## src/rtl/core/efr_pkg.sv

```systemverilog
`timescale 1ns / 1ps
// ----------------------------------------------------------------------------
// efr_pkg
// Shared widths, register indexes, reset values and control types of the
// escaped frame receiver.
// ----------------------------------------------------------------------------
package efr_pkg;

	localparam int MAX_FRAME_DEF = 16;

	localparam int BYTE_W    = 8;
	localparam int POS_W     = 4;
	localparam int LEN_W     = 5;
	localparam int CFG_IDX_W = 4;

	localparam logic [CFG_IDX_W-1:0] REG_FLAG   = CFG_IDX_W'(0);
	localparam logic [CFG_IDX_W-1:0] REG_ESCAPE = CFG_IDX_W'(1);

	localparam logic [BYTE_W-1:0] FLAG_RESET   = 8'h7E;
	localparam logic [BYTE_W-1:0] ESCAPE_RESET = 8'h7D;
	localparam logic [BYTE_W-1:0] ESC_TO_FLAG  = 8'h01;

	typedef struct packed {
		logic accept;
		logic rd_en;
		logic load_out;
		logic load_empty;
	} efr_cmd_t;

	typedef struct packed {
		logic ends_frame;
		logic len_zero;
		logic last_byte;
		logic out_valid;
		logic out_free;
	} efr_sts_t;

endpackage

```

## src/rtl/core/efr_if.sv

```systemverilog
`timescale 1ns / 1ps
// ----------------------------------------------------------------------------
// efr_if
// Channel interfaces of the escaped frame receiver: link bytes in, decoded
// frame results out, and register writes.
// ----------------------------------------------------------------------------
interface efr_byte_if;
	logic                      valid;
	logic                      ready;
	logic [efr_pkg::BYTE_W-1:0] link_byte;

	modport source (output valid, output link_byte, input ready);
	modport sink   (input valid, input link_byte, output ready);
endinterface

interface efr_frame_if;
	logic                      valid;
	logic                      ready;
	logic [efr_pkg::BYTE_W-1:0] frame_byte;
	logic [efr_pkg::POS_W-1:0]  byte_position;
	logic [efr_pkg::LEN_W-1:0]  frame_length;
	logic                      empty_frame;
	logic                      last;

	modport source (output valid, output frame_byte, output byte_position,
		output frame_length, output empty_frame, output last, input ready);
	modport sink   (input valid, input frame_byte, input byte_position,
		input frame_length, input empty_frame, input last, output ready);
endinterface

interface efr_cfg_if;
	logic                         valid;
	logic                         ready;
	logic [efr_pkg::CFG_IDX_W-1:0] index;
	logic [efr_pkg::BYTE_W-1:0]    data;

	modport source (output valid, output index, output data, input ready);
	modport sink   (input valid, input index, input data, output ready);
endinterface

```

## src/rtl/core/escaped_frame_receiver_core.sv

```systemverilog
`timescale 1ns / 1ps
// ----------------------------------------------------------------------------
// escaped_frame_receiver_core
// Byte-stuffed frame receiver: removes escape pairs, stores the frame and
// replays it with position, length and last marking when the flag arrives.
// ----------------------------------------------------------------------------
// usage
//   link  : one raw link byte per transaction, taken only while idle
//   frame : one decoded byte per transaction, last set on the final one; a
//           flag with nothing stored gives a single empty-frame transaction
//   cfg   : register writes (flag value, escape value), always ready;
//           unknown indexes are ignored
// replay
//   a data or escape byte leaves the link channel ready for the next byte
//   a flag stalls the link channel while the stored bytes are replayed, each
//   through the registered read of the frame store ahead of the output
//   register; an empty frame needs no read
// reset
//   clears escape state, stored count and output valid; registers return to
//   0x7E and 0x7D; the frame store is not cleared
// stall
//   a result waiting in the output register holds replay; link bytes are
//   still taken once the last result of a frame is loaded
// ----------------------------------------------------------------------------
module escaped_frame_receiver_core #(
	parameter int MAX_FRAME = efr_pkg::MAX_FRAME_DEF
) (
	input  logic               clk,
	input  logic               arst_n,
	efr_byte_if.sink           link,
	efr_frame_if.source        frame,
	efr_cfg_if.sink            cfg
);

	efr_pkg::efr_cmd_t cmd;
	efr_pkg::efr_sts_t sts;

	assign cfg.ready = 1'b1;

	efr_ctrl u_ctrl (
		.clk      (clk),
		.arst_n   (arst_n),
		.in_valid (link.valid),
		.in_ready (link.ready),
		.sts      (sts),
		.cmd      (cmd)
	);

	efr_dp #(
		.MAX_FRAME (MAX_FRAME)
	) u_dp (
		.clk           (clk),
		.arst_n        (arst_n),
		.cfg_we        (cfg.valid),
		.cfg_index     (cfg.index),
		.cfg_data      (cfg.data),
		.in_byte       (link.link_byte),
		.cmd           (cmd),
		.sts           (sts),
		.out_ready     (frame.ready),
		.out_valid     (frame.valid),
		.frame_byte    (frame.frame_byte),
		.byte_position (frame.byte_position),
		.frame_length  (frame.frame_length),
		.empty_frame   (frame.empty_frame),
		.last          (frame.last)
	);

endmodule

```

## src/rtl/core/efr_dp.sv

```systemverilog
`timescale 1ns / 1ps
// ----------------------------------------------------------------------------
// efr_dp
// Datapath: configuration registers, escape decode, frame store memory,
// replay index and the output register.
// ----------------------------------------------------------------------------
module efr_dp #(
	parameter int MAX_FRAME = efr_pkg::MAX_FRAME_DEF
) (
	input  logic                          clk,
	input  logic                          arst_n,
	input  logic                          cfg_we,
	input  logic [efr_pkg::CFG_IDX_W-1:0] cfg_index,
	input  logic [efr_pkg::BYTE_W-1:0]    cfg_data,
	input  logic [efr_pkg::BYTE_W-1:0]    in_byte,
	input  efr_pkg::efr_cmd_t             cmd,
	output efr_pkg::efr_sts_t             sts,
	input  logic                          out_ready,
	output logic                          out_valid,
	output logic [efr_pkg::BYTE_W-1:0]    frame_byte,
	output logic [efr_pkg::POS_W-1:0]     byte_position,
	output logic [efr_pkg::LEN_W-1:0]     frame_length,
	output logic                          empty_frame,
	output logic                          last
);

	localparam int CW = $clog2(MAX_FRAME + 1);
	localparam int IW = $clog2(MAX_FRAME);

	logic [efr_pkg::BYTE_W-1:0] flag_q;
	logic [efr_pkg::BYTE_W-1:0] esc_q;
	logic                       esc_pending_q;
	logic [CW-1:0]              count_q;
	logic [CW-1:0]              len_q;
	logic [IW-1:0]              idx_q;
	logic [efr_pkg::BYTE_W-1:0] mem_q [MAX_FRAME];
	logic [efr_pkg::BYTE_W-1:0] rd_data_q;
	logic                       out_valid_q;

	logic                       store;
	logic [efr_pkg::BYTE_W-1:0] store_byte;
	logic                       room;

	always_ff @(posedge clk or negedge arst_n) begin
		if (!arst_n) begin
			flag_q <= efr_pkg::FLAG_RESET;
			esc_q  <= efr_pkg::ESCAPE_RESET;
		end else if (cfg_we) begin
			unique case (cfg_index)
				efr_pkg::REG_FLAG:   flag_q <= cfg_data;
				efr_pkg::REG_ESCAPE: esc_q  <= cfg_data;
				default: ;
			endcase
		end
	end

	// decode of one link byte
	always_comb begin
		store      = 1'b0;
		store_byte = in_byte;
		if (cmd.accept) begin
			if (esc_pending_q) begin
				store      = 1'b1;
				store_byte = (in_byte == efr_pkg::ESC_TO_FLAG) ? flag_q : esc_q;
			end else if (in_byte != esc_q && in_byte != flag_q) begin
				store = 1'b1;
			end
		end
	end

	assign room = count_q < CW'(MAX_FRAME);

	always_ff @(posedge clk or negedge arst_n) begin
		if (!arst_n) begin
			esc_pending_q <= 1'b0;
			count_q       <= '0;
		end else if (cmd.accept) begin
			if (esc_pending_q) begin
				esc_pending_q <= 1'b0;
			end else if (in_byte == esc_q) begin
				esc_pending_q <= 1'b1;
			end
			if (store) begin
				count_q <= room ? count_q + CW'(1) : '0;
			end else if (sts.ends_frame) begin
				count_q <= '0;
			end
		end
	end

	always_ff @(posedge clk) begin
		if (store && room) begin
			mem_q[count_q[IW-1:0]] <= store_byte;
		end
		if (cmd.rd_en) begin
			rd_data_q <= mem_q[idx_q];
		end
	end

	always_ff @(posedge clk or negedge arst_n) begin
		if (!arst_n) begin
			len_q <= '0;
			idx_q <= '0;
		end else if (cmd.accept && sts.ends_frame) begin
			len_q <= count_q;
			idx_q <= '0;
		end else if (cmd.load_out) begin
			idx_q <= idx_q + IW'(1);
		end
	end

	always_ff @(posedge clk or negedge arst_n) begin
		if (!arst_n) begin
			out_valid_q <= 1'b0;
		end else if (cmd.load_out || cmd.load_empty) begin
			out_valid_q <= 1'b1;
		end else if (out_ready) begin
			out_valid_q <= 1'b0;
		end
	end

	always_ff @(posedge clk) begin
		if (cmd.load_empty) begin
			frame_byte    <= '0;
			byte_position <= '0;
			frame_length  <= '0;
			empty_frame   <= 1'b1;
			last          <= 1'b1;
		end else if (cmd.load_out) begin
			frame_byte    <= rd_data_q;
			byte_position <= efr_pkg::POS_W'(idx_q);
			frame_length  <= efr_pkg::LEN_W'(len_q);
			empty_frame   <= 1'b0;
			last          <= sts.last_byte;
		end
	end

	assign out_valid = out_valid_q;

	always_comb begin
		sts.ends_frame = !esc_pending_q && in_byte == flag_q && in_byte != esc_q;
		sts.len_zero   = len_q == '0;
		sts.last_byte  = (CW'(idx_q) + CW'(1)) == len_q;
		sts.out_valid  = out_valid_q;
		sts.out_free   = !out_valid_q || out_ready;
	end

	stored_count_bound: assert property (@(posedge clk) disable iff (!arst_n)
		count_q <= CW'(MAX_FRAME))
		else $error("stored count above frame capacity");

endmodule

```

## src/rtl/core/efr_ctrl.sv

```systemverilog
`timescale 1ns / 1ps
// ----------------------------------------------------------------------------
// efr_ctrl
// Controller: takes link bytes while idle and sequences the replay of a
// closed frame through the store read port into the output register.
// ----------------------------------------------------------------------------
module efr_ctrl (
	input  logic              clk,
	input  logic              arst_n,
	input  logic              in_valid,
	output logic              in_ready,
	input  efr_pkg::efr_sts_t sts,
	output efr_pkg::efr_cmd_t cmd
);

	localparam logic [1:0] S_IDLE = 2'd0;
	localparam logic [1:0] S_READ = 2'd1;
	localparam logic [1:0] S_LOAD = 2'd2;

	logic [1:0] state_q;
	logic [1:0] state_d;

	assign in_ready = state_q == S_IDLE;

	always_comb begin
		state_d        = state_q;
		cmd.accept     = 1'b0;
		cmd.rd_en      = 1'b0;
		cmd.load_out   = 1'b0;
		cmd.load_empty = 1'b0;
		unique case (state_q)
			S_IDLE: begin
				cmd.accept = in_valid;
				if (in_valid && sts.ends_frame) begin
					state_d = S_READ;
				end
			end
			S_READ: begin
				if (sts.out_free) begin
					if (sts.len_zero) begin
						cmd.load_empty = 1'b1;
						state_d        = S_IDLE;
					end else begin
						cmd.rd_en = 1'b1;
						state_d   = S_LOAD;
					end
				end
			end
			S_LOAD: begin
				cmd.load_out = 1'b1;
				state_d      = sts.last_byte ? S_IDLE : S_READ;
			end
			default: state_d = S_IDLE;
		endcase
	end

	always_ff @(posedge clk or negedge arst_n) begin
		if (!arst_n) begin
			state_q <= S_IDLE;
		end else begin
			state_q <= state_d;
		end
	end

	load_into_free_register: assert property (@(posedge clk) disable iff (!arst_n)
		state_q == S_LOAD |-> !sts.out_valid)
		else $error("output register loaded while still occupied");

	frame_end_starts_replay: assert property (@(posedge clk) disable iff (!arst_n)
		cmd.accept && sts.ends_frame |=> state_q == S_READ)
		else $error("frame end did not start replay");

	result_follows_load: assert property (@(posedge clk) disable iff (!arst_n)
		cmd.load_out || cmd.load_empty |=> sts.out_valid)
		else $error("loaded result not presented");

	no_intake_during_replay: assert property (@(posedge clk) disable iff (!arst_n)
		state_q != S_IDLE |-> !cmd.accept)
		else $error("link byte taken during replay");

endmodule

```

## src/flat_wrapper.sv

```systemverilog
// flat-port wrapper written by rule: the top's interface ports become plain ports
module escaped_frame_receiver_core_flat 
#(
	parameter int MAX_FRAME = efr_pkg::MAX_FRAME_DEF
)
  (clk, arst_n, link_valid, link_link_byte, link_ready, frame_valid, frame_frame_byte, frame_byte_position, frame_frame_length, frame_empty_frame, frame_last, frame_ready, cfg_valid, cfg_index, cfg_data, cfg_ready);
  efr_byte_if link_i ();
  efr_frame_if frame_i ();
  efr_cfg_if cfg_i ();
  input  logic clk;
  input  logic arst_n;
  input wire logic [$bits(link_i.valid)-1:0] link_valid;
  input wire logic [$bits(link_i.link_byte)-1:0] link_link_byte;
  output wire logic [$bits(link_i.ready)-1:0] link_ready;
  output wire logic [$bits(frame_i.valid)-1:0] frame_valid;
  output wire logic [$bits(frame_i.frame_byte)-1:0] frame_frame_byte;
  output wire logic [$bits(frame_i.byte_position)-1:0] frame_byte_position;
  output wire logic [$bits(frame_i.frame_length)-1:0] frame_frame_length;
  output wire logic [$bits(frame_i.empty_frame)-1:0] frame_empty_frame;
  output wire logic [$bits(frame_i.last)-1:0] frame_last;
  input wire logic [$bits(frame_i.ready)-1:0] frame_ready;
  input wire logic [$bits(cfg_i.valid)-1:0] cfg_valid;
  input wire logic [$bits(cfg_i.index)-1:0] cfg_index;
  input wire logic [$bits(cfg_i.data)-1:0] cfg_data;
  output wire logic [$bits(cfg_i.ready)-1:0] cfg_ready;
  assign link_i.valid = link_valid;
  assign link_i.link_byte = link_link_byte;
  assign link_ready = link_i.ready;
  assign frame_valid = frame_i.valid;
  assign frame_frame_byte = frame_i.frame_byte;
  assign frame_byte_position = frame_i.byte_position;
  assign frame_frame_length = frame_i.frame_length;
  assign frame_empty_frame = frame_i.empty_frame;
  assign frame_last = frame_i.last;
  assign frame_i.ready = frame_ready;
  assign cfg_i.valid = cfg_valid;
  assign cfg_i.index = cfg_index;
  assign cfg_i.data = cfg_data;
  assign cfg_ready = cfg_i.ready;
  escaped_frame_receiver_core #(.MAX_FRAME(MAX_FRAME)) u_core (.clk(clk), .arst_n(arst_n), .link(link_i), .frame(frame_i), .cfg(cfg_i));
endmodule
```

## config.mk

```make
export PLATFORM = sky130hd
export DESIGN_NAME = escaped_frame_receiver_core_flat
export DESIGN_NICKNAME = d
export VERILOG_FILES = /design/src/rtl/core/efr_pkg.sv /design/src/rtl/core/efr_if.sv /design/src/rtl/core/escaped_frame_receiver_core.sv /design/src/rtl/core/efr_dp.sv /design/src/rtl/core/efr_ctrl.sv /design/src/flat_wrapper.sv
export SDC_FILE = /design/constraint.sdc
export NUM_CORES = 1
export LEC_CHECK = 0
export BUFFER_PORTS_ARGS = -buffer_cell sky130_fd_sc_hd__buf_4
export CELL_PAD_IN_SITES_DETAIL_PLACEMENT = 0
export CELL_PAD_IN_SITES_GLOBAL_PLACEMENT = 1
export CORE_UTILIZATION = 50
export CTS_CLUSTER_DIAMETER = 120
export DETAILED_ROUTE_END_ITERATION = 12
export GPL_TIMING_DRIVEN = 0
export PLACE_DENSITY_LB_ADDON = 0.08
export SLEW_MARGIN = 20
export SYNTH_ARGS = -nofsm -noshare
export SYNTH_HDL_FRONTEND = slang
export SYNTH_SLANG_ARGS = --single-unit
export TNS_END_PERCENT = 50
```

## constraint.sdc

```tcl
create_clock -name clk -period 5.35 [get_ports clk]
set_clock_uncertainty 0.1 [all_clocks]
set_input_delay 0.8025 -clock clk [delete_from_list [all_inputs] [get_ports clk]]
set_output_delay 0.8025 -clock clk [all_outputs]
set_load 0.01 [all_outputs]
```

==> flow_metrics.tcl, run 1 <==
set metrics [dict create \
    status "finished clean" \
    hold_class "primary input to async pin" \
    ys_warn_count 0 \
    cts_buffers 17 \
    crit_family "buffers and inverters" \
    path_clk_slew_ns 0.06 \
    antenna_found_initial 0 \
    cp_slowest_stage_delay_ns 0.59 \
    clk_latency_ns 0.43 \
    path_buf_inv 2 \
    vias 4202 \
    startpoint_type "flop" \
    nets 561 \
    power_leakage_nw 3.30 \
    maxSlewViolCount 0 \
    cap_violations 0 \
    drt_iter0_markers 307 \
    die_w_um 127 \
    wl_per_cell_um 20.8 \
    synthMostInstantiatedCell "edfxtp_1" \
    ys_top_cells_by_area "edfxtp_1 (53%), mux4_2 (12%), dfrtp_1 (7.1%), dfxtp_1 (4.9%), dfstp_2 (4.1%)" \
    fin_util 0.587 \
    synth_commonest_cells "edfxtp_1 (136), nand2_1 (48), mux4_2 (40)" \
    worstSetupPathType "flop to flop" \
    worst_pin_slew_ns 0.989 \
    num_rows 45 \
    final_layout_size_suffix_gt1_frac 0.313 \
    grt_pass1_wl_um 23800 \
    period_minus_slack_ns 2.89 \
    reg2reg_setup_slack_ns 2.46 \
    worstRegToRegCells 6 \
    cts.htree.levels 4 \
    synthFlopType "edfxtp_1" \
    ir_worst_vdd_uv 264 \
    multi_input_area_um2 2360 \
    fin_ws_ns 2.46 \
    wirelength_um 15300 \
    final_hold_viol_count 0 \
    grt_overflow 0 \
    setup_tns_ns 0 \
    synth_top_area_frac 0.526 \
    dr.pass1.iters 5 \
    dpl.hpwl_um 10400 \
    fmax_mhz 346 \
    ioPinCount 47 \
    core_area_um2 15200 \
    cts_setup_buffers 0 \
    dieArea_um2 16000 \
    clockBufferDepth 2 \
    required_ns 5.38 \
    rsz0062_at_grt "no" \
    worst_ep_arrival_time_ns 2.92 \
    cts_resized 0 \
    ys_ff_latch 189 \
    tritoncts "built" \
    n_fill_cell 1190 \
    worstPathMaxFanout 16 \
    synth.distinct_cells 46 \
    numClockSinks 189 \
    cp-end-kind "flop" \
    avgSynthCellArea_um2 16.6 \
    finalSetupViolations 0 \
    final_area_um2 8920 \
    p_per_area_nw_per_um2 458 \
    port_buffers 45 \
    cp_slowest_cell "a21oi_2" \
    synth_top_cell_by_area "edfxtp_1" \
    clock_tree.root_cell "clkbuf_16" \
    place_area_um2 8350 \
    yosysSeqAreaShare 0.687 \
    drtAntennaViolNets 0 \
    synth_nets 497 \
    seq_area_um2 5330 \
    synth_async_sr_flop_share 0.180 \
    netlist_area_um2 7760 \
    drc 0 \
    synthCells 467 \
    place_ws_ns 1.95 \
    grtUsageTotal 0.208 \
    holdWs_ns 0.207 \
    synth_enable_flop_cells 136 \
    gp_congestion 0.750 \
    area_growth_pct 14.9 \
    relSlewSlack 0.335 \
    path_cells "nor2_1 -> and3_1 -> clkbuf_1 -> clkbuf_1 -> nor2_1 -> a21oi_2" \
    die_h_um 127 \
    worst_r2r_endpoint "u_core.u_dp.mem_q[9][3]$_DFFE_PP_" \
    initial_utilization 0.511 \
    cts_hold_buf 0 \
    rr_startpoint "u_core.u_ctrl.state_q[1]$_DFFE_PN0P_" \
    grt_max_degree 35 \
    grt_pass1_vias 4171 \
    fin_crit_sh 0.540 \
    diodes 0 \
    viasPerCell 5.74 \
]
-- kinds of logic (layout without fill, tap and decap cells) --
family                   Yosys count  in the layout  share of synthesized area
adder cells (fa/ha/maj)            5              5                    0.00806
AO/OA/AOI/OAI                     41             41                     0.0318
other                              1              1                   0.000483
multiplexers                      69             69                      0.157
flip-flops                       189            189                      0.687
buffers and inverters             23            100                     0.0127
XOR/XNOR                          23             23                     0.0260
AND/OR/NAND/NOR                  116            116                     0.0775
-- worst max-delay path by stage --
stage                                         startpoint                            endpoint  cells past startpoint
floorplan                              link_link_byte[3]  u_core.u_dp.mem_q[10][0]$_DFFE_PP_                      5
global placement                       link_link_byte[1]   u_core.u_dp.mem_q[8][6]$_DFFE_PP_                      5
detailed placement                            link_valid   u_core.u_dp.mem_q[8][2]$_DFFE_PP_                      6
CTS                 u_core.u_ctrl.state_q[1]$_DFFE_PN0P_   u_core.u_dp.mem_q[8][2]$_DFFE_PP_                      6
global route        u_core.u_ctrl.state_q[1]$_DFFE_PN0P_   u_core.u_dp.mem_q[8][2]$_DFFE_PP_                      6
finish              u_core.u_ctrl.state_q[1]$_DFFE_PN0P_   u_core.u_dp.mem_q[9][3]$_DFFE_PP_                      6
-- metal layers --
| layer | track usage | up-vias | routed length, um |
|---|---|---|---|
| met1 | 0.291 | 2157 | 7030 |
| li1 | - | 1926 | - |
| met3 | 0.0443 | 15 | 706 |
| met2 | 0.327 | 104 | 7310 |
| met4 | 0.0758 | 0 | 211 |
| met5 | 0 | - | 0 |
-- sequential cells by signal (all words and copies together), names as in the netlist --
signal,flops
u_core.u_dp.rd_data_q,8
u_core.u_dp.mem_q,128
u_core.u_dp.esc_q,8
u_core.u_dp.flag_q,8
u_core.u_dp.count_q,5
u_core.u_ctrl.state_q,2
u_core.u_dp.byte_position,4
u_core.u_dp.last,1
u_core.u_dp.idx_q,4
u_core.u_dp.len_q,5
u_core.u_dp.frame_length,5
u_core.u_dp.frame_byte,8
u_core.u_dp.esc_pending_q,1
u_core.u_dp.empty_frame,1
u_core.u_dp.out_valid,1
-- per-stage QoR --
| stage | std cells | power [mW] |
|---|---|---|
| 6_report | 732 | 4.09 |
| 5_1_grt | 732 | 4.28 |
| 4_1_cts | 732 | 4.13 |
| 3_5_place_dp | 700 | 2.96 |
| 3_3_place_gp | 700 | 2.93 |
| 2_1_floorplan | 467 | 2.61 |
-- layout make-up --
cell class	count	area share
Clock buffer	22	0.0532
Inverter	5	0.00210
Multi-Input combinational cell	255	0.265
Sequential cell	189	0.598
Clock inverter	10	0.00884
Timing Repair Buffer	45	0.0379
Buffer	18	0.00898
Tap cell	188	0.0264
-- worst reg2reg max path: cells and delay by family, from the launching register on --
| family | cells | cell delay (ns) |
|---|---|---|
| buffers and inverters | 2 | 0.79 |
| flip-flops | 1 | 0.41 |
| AO/OA/AOI/OAI | 1 | 0.59 |
| AND/OR/NAND/NOR | 3 | 0.69 |
-- power breakdown --
part | switching, mW | internal, mW
clock network | 0.538 | 0.639
logic | 0.499 | 0.499
registers | 0.111 | 1.80
-- layout by cell type (no fill, tap or decap), types with 3 or more instances in the layout --
| cell | n |
|---|---|
| a21oi_1 | 21 |
| a21oi_2 | 8 |
| and3_1 | 17 |
| buf_2 | 4 |
| buf_4 | 47 |
| clkbuf_1 | 14 |
| clkbuf_16 | 17 |
| clkbuf_8 | 3 |
| dfrtp_1 | 22 |
| dfstp_2 | 12 |
| dfxtp_1 | 19 |
| edfxtp_1 | 136 |
| ha_1 | 5 |
| inv_1 | 4 |
| mux2_2 | 21 |
| mux2i_1 | 8 |
| mux4_2 | 40 |
| nand2_1 | 48 |
| nand2b_1 | 4 |
| nand3_1 | 4 |
| nand4_1 | 3 |
| nor2_1 | 19 |
| o21ai_0 | 4 |
| or3_1 | 3 |
| xnor2_1 | 20 |
| xor2_1 | 3 |
(Power assumes the default switching activity.)
==> run 2, diff against run 1 <==
==> constraint.sdc (replaced) <==
create_clock -name clk -period 2.9 [get_ports clk]
set_clock_uncertainty 0.1 [all_clocks]
set_input_delay 0.435 -clock clk [delete_from_list [all_inputs] [get_ports clk]]
set_output_delay 0.435 -clock clk [all_outputs]
set_load 0.01 [all_outputs]
==> flow_metrics.tcl, run 2 (synthesis results as in run 1) <==
set metrics [dict create \
    status "finished clean" \
    wl_per_cell_um 20.8 \
    power_frac_seq 0.467 \
    place_area_um2 8350 \
    combPwrFrac 0.245 \
    cp_slowest_stage_delay_ns 0.64 \
    cts.htree.levels 4 \
    grtUsageTotal 0.209 \
    worstPathMaxFanout 10 \
    crit_family "buffers and inverters" \
    gp_congestion 0.750 \
    die_w_um 127 \
    dieArea_um2 16000 \
    final_hold_viol_count 0 \
    clk_latency_ns 0.43 \
    worst_pin_slew_ns 0.988 \
    worstSetupPathType "flop to flop" \
    fin_crit_sh 0.938 \
    path_buf_inv 2 \
    vias 4173 \
    mostFrequentLayoutCell "edfxtp_1" \
    power_leakage_nw 3.31 \
    final_layout_size_suffix_gt1_frac 0.316 \
    drtAntennaViolNets 0 \
    maxSlewViolCount 0 \
    startpoint_type "flop" \
    initial_utilization 0.511 \
    tritoncts "built" \
    nets 562 \
    final_area_um2 8950 \
    power.switching_mw 2.13 \
    mostFrequentLayoutCells "edfxtp_1 (136), nand2_1 (48), buf_4 (47)" \
    numClockSinks 189 \
    grt_pass1_vias 4178 \
    largest_reg_flops 128 \
    drc 0 \
    antenna_found_initial 0 \
    wirelength_um 15200 \
    fmax_mhz 368 \
    clkPwrFrac 0.288 \
    path_cells "clkbuf_1 -> clkbuf_1 -> mux4_2 -> mux4_2" \
    core_area_um2 15200 \
    cap_violations 0 \
    clockBufferDepth 2 \
    period_minus_slack_ns 2.72 \
    holdWs_ns 0.140 \
    die_h_um 127 \
    internal_power_mw 5.42 \
    drt_iter0_markers 279 \
    num_rows 45 \
    cts_buffers 17 \
    diodes 0 \
    clock_tree.root_cell "clkbuf_16" \
    cp-end-kind "flop" \
    required_ns 2.97 \
    path_clk_slew_ns 0.07 \
    p_per_area_nw_per_um2 843 \
    grt_overflow 0 \
    swShare 0.282 \
    ir_worst_vdd_uv 488 \
    rsz0062_at_grt "no" \
    grt_max_degree 35 \
    cp_slowest_cell "clkbuf_1" \
    relSlewSlack 0.336 \
    dr.pass1.iters 5 \
    grt_pass1_wl_um 23900 \
    hold_class "primary input to flop" \
    dpl.hpwl_um 10400 \
    port_buffers 45 \
    finalSetupViolations 0 \
    ioPinCount 47 \
    area_growth_pct 15.3 \
    worst_ep_arrival_time_ns 2.80 \
    viasPerCell 5.69 \
]
==> run 2: cell types whose count changed in the layout (fill, tap and decap cells not counted), sizes merged <==
| cell | before | now |
|---|---|---|
| dlygate4sd3 | 0 | 1 |
==> run 2: path summary, 6_finish.rpt <==
check                                                          start                                   endpoint  slack [ns]  depth (start not counted)
min in group asynchronous                                     arst_n       u_core.u_ctrl.state_q[1]$_DFFE_PN0P_        0.39                          2
max in group asynchronous                                     arst_n           u_core.u_dp.esc_q[0]$_DFFE_PN1P_        1.96                          2
max reg2reg                         u_core.u_dp.idx_q[1]$_DFFE_PN0P_         u_core.u_dp.rd_data_q[5]$_DFFE_PP_        0.18                          4
min reg2reg                u_core.u_dp.byte_position[2]$_SDFFE_PP0P_  u_core.u_dp.byte_position[2]$_SDFFE_PP0P_        0.35                          2
max                                 u_core.u_dp.idx_q[1]$_DFFE_PN0P_         u_core.u_dp.rd_data_q[5]$_DFFE_PP_        0.18                          4
min                                                      cfg_data[7]           u_core.u_dp.esc_q[7]$_DFFE_PN0P_        0.14                          2
==> run 2: power by group through the flow <==
| stage | logic (mW) | clock network, mW | registers [mW] |
|---|---|---|---|
| after floorplan | 1.25 | 0 | 3.57 |
| after global placement | 1.84 | 0 | 3.57 |
| after detailed placement | 1.87 | 0 | 3.59 |
| after CTS | 1.88 | 2.21 | 3.53 |
| after global routing | 2.02 | 2.32 | 3.57 |
| final | 1.85 | 2.17 | 3.53 |
==> run 2: stage by stage <==
step	setup TNS, ns	std cells	setup WS [ns]	power (mW)	util
floorplan	0	467	0.528	4.82	-
global placement	-9.54	700	-0.169	5.41	0.548
detailed placement	-12.57	700	-0.439	5.45	0.549
CTS	-0.166	733	-0.0172	7.63	0.588
global route	0	733	0.0642	7.91	0.589
finish	0	733	0.180	7.55	0.589
==> run 2: area by class of cell <==
class	instances	area (um2)
clock inverter	10	78.8
inverter	5	18.8
timing repair buffer	46	348
tap	188	235
fill	1188	6250
buffer	18	81.3
clock buffer	22	474
multi-input combinational	255	2380
sequential	189	5330
==> run 2: routing by layer <==
metal  wire, um  track usage  up-vias
met5          0            0        -
met4        232       0.0758        0
met3        992       0.0443       18
met2       7290        0.327      119
met1       6700        0.291     2109
li1           -            -     1927
==> run 2: repair_timing <==
action / in CTS / in global routing
hold buffers: 1 / 0
endpoints found under the hold margin: 22 / 0
buffers inserted: 0 / 0
pin swaps: 0 / 0
gates resized for setup: 4 / 3
endpoints found under the setup margin: 32 / 131
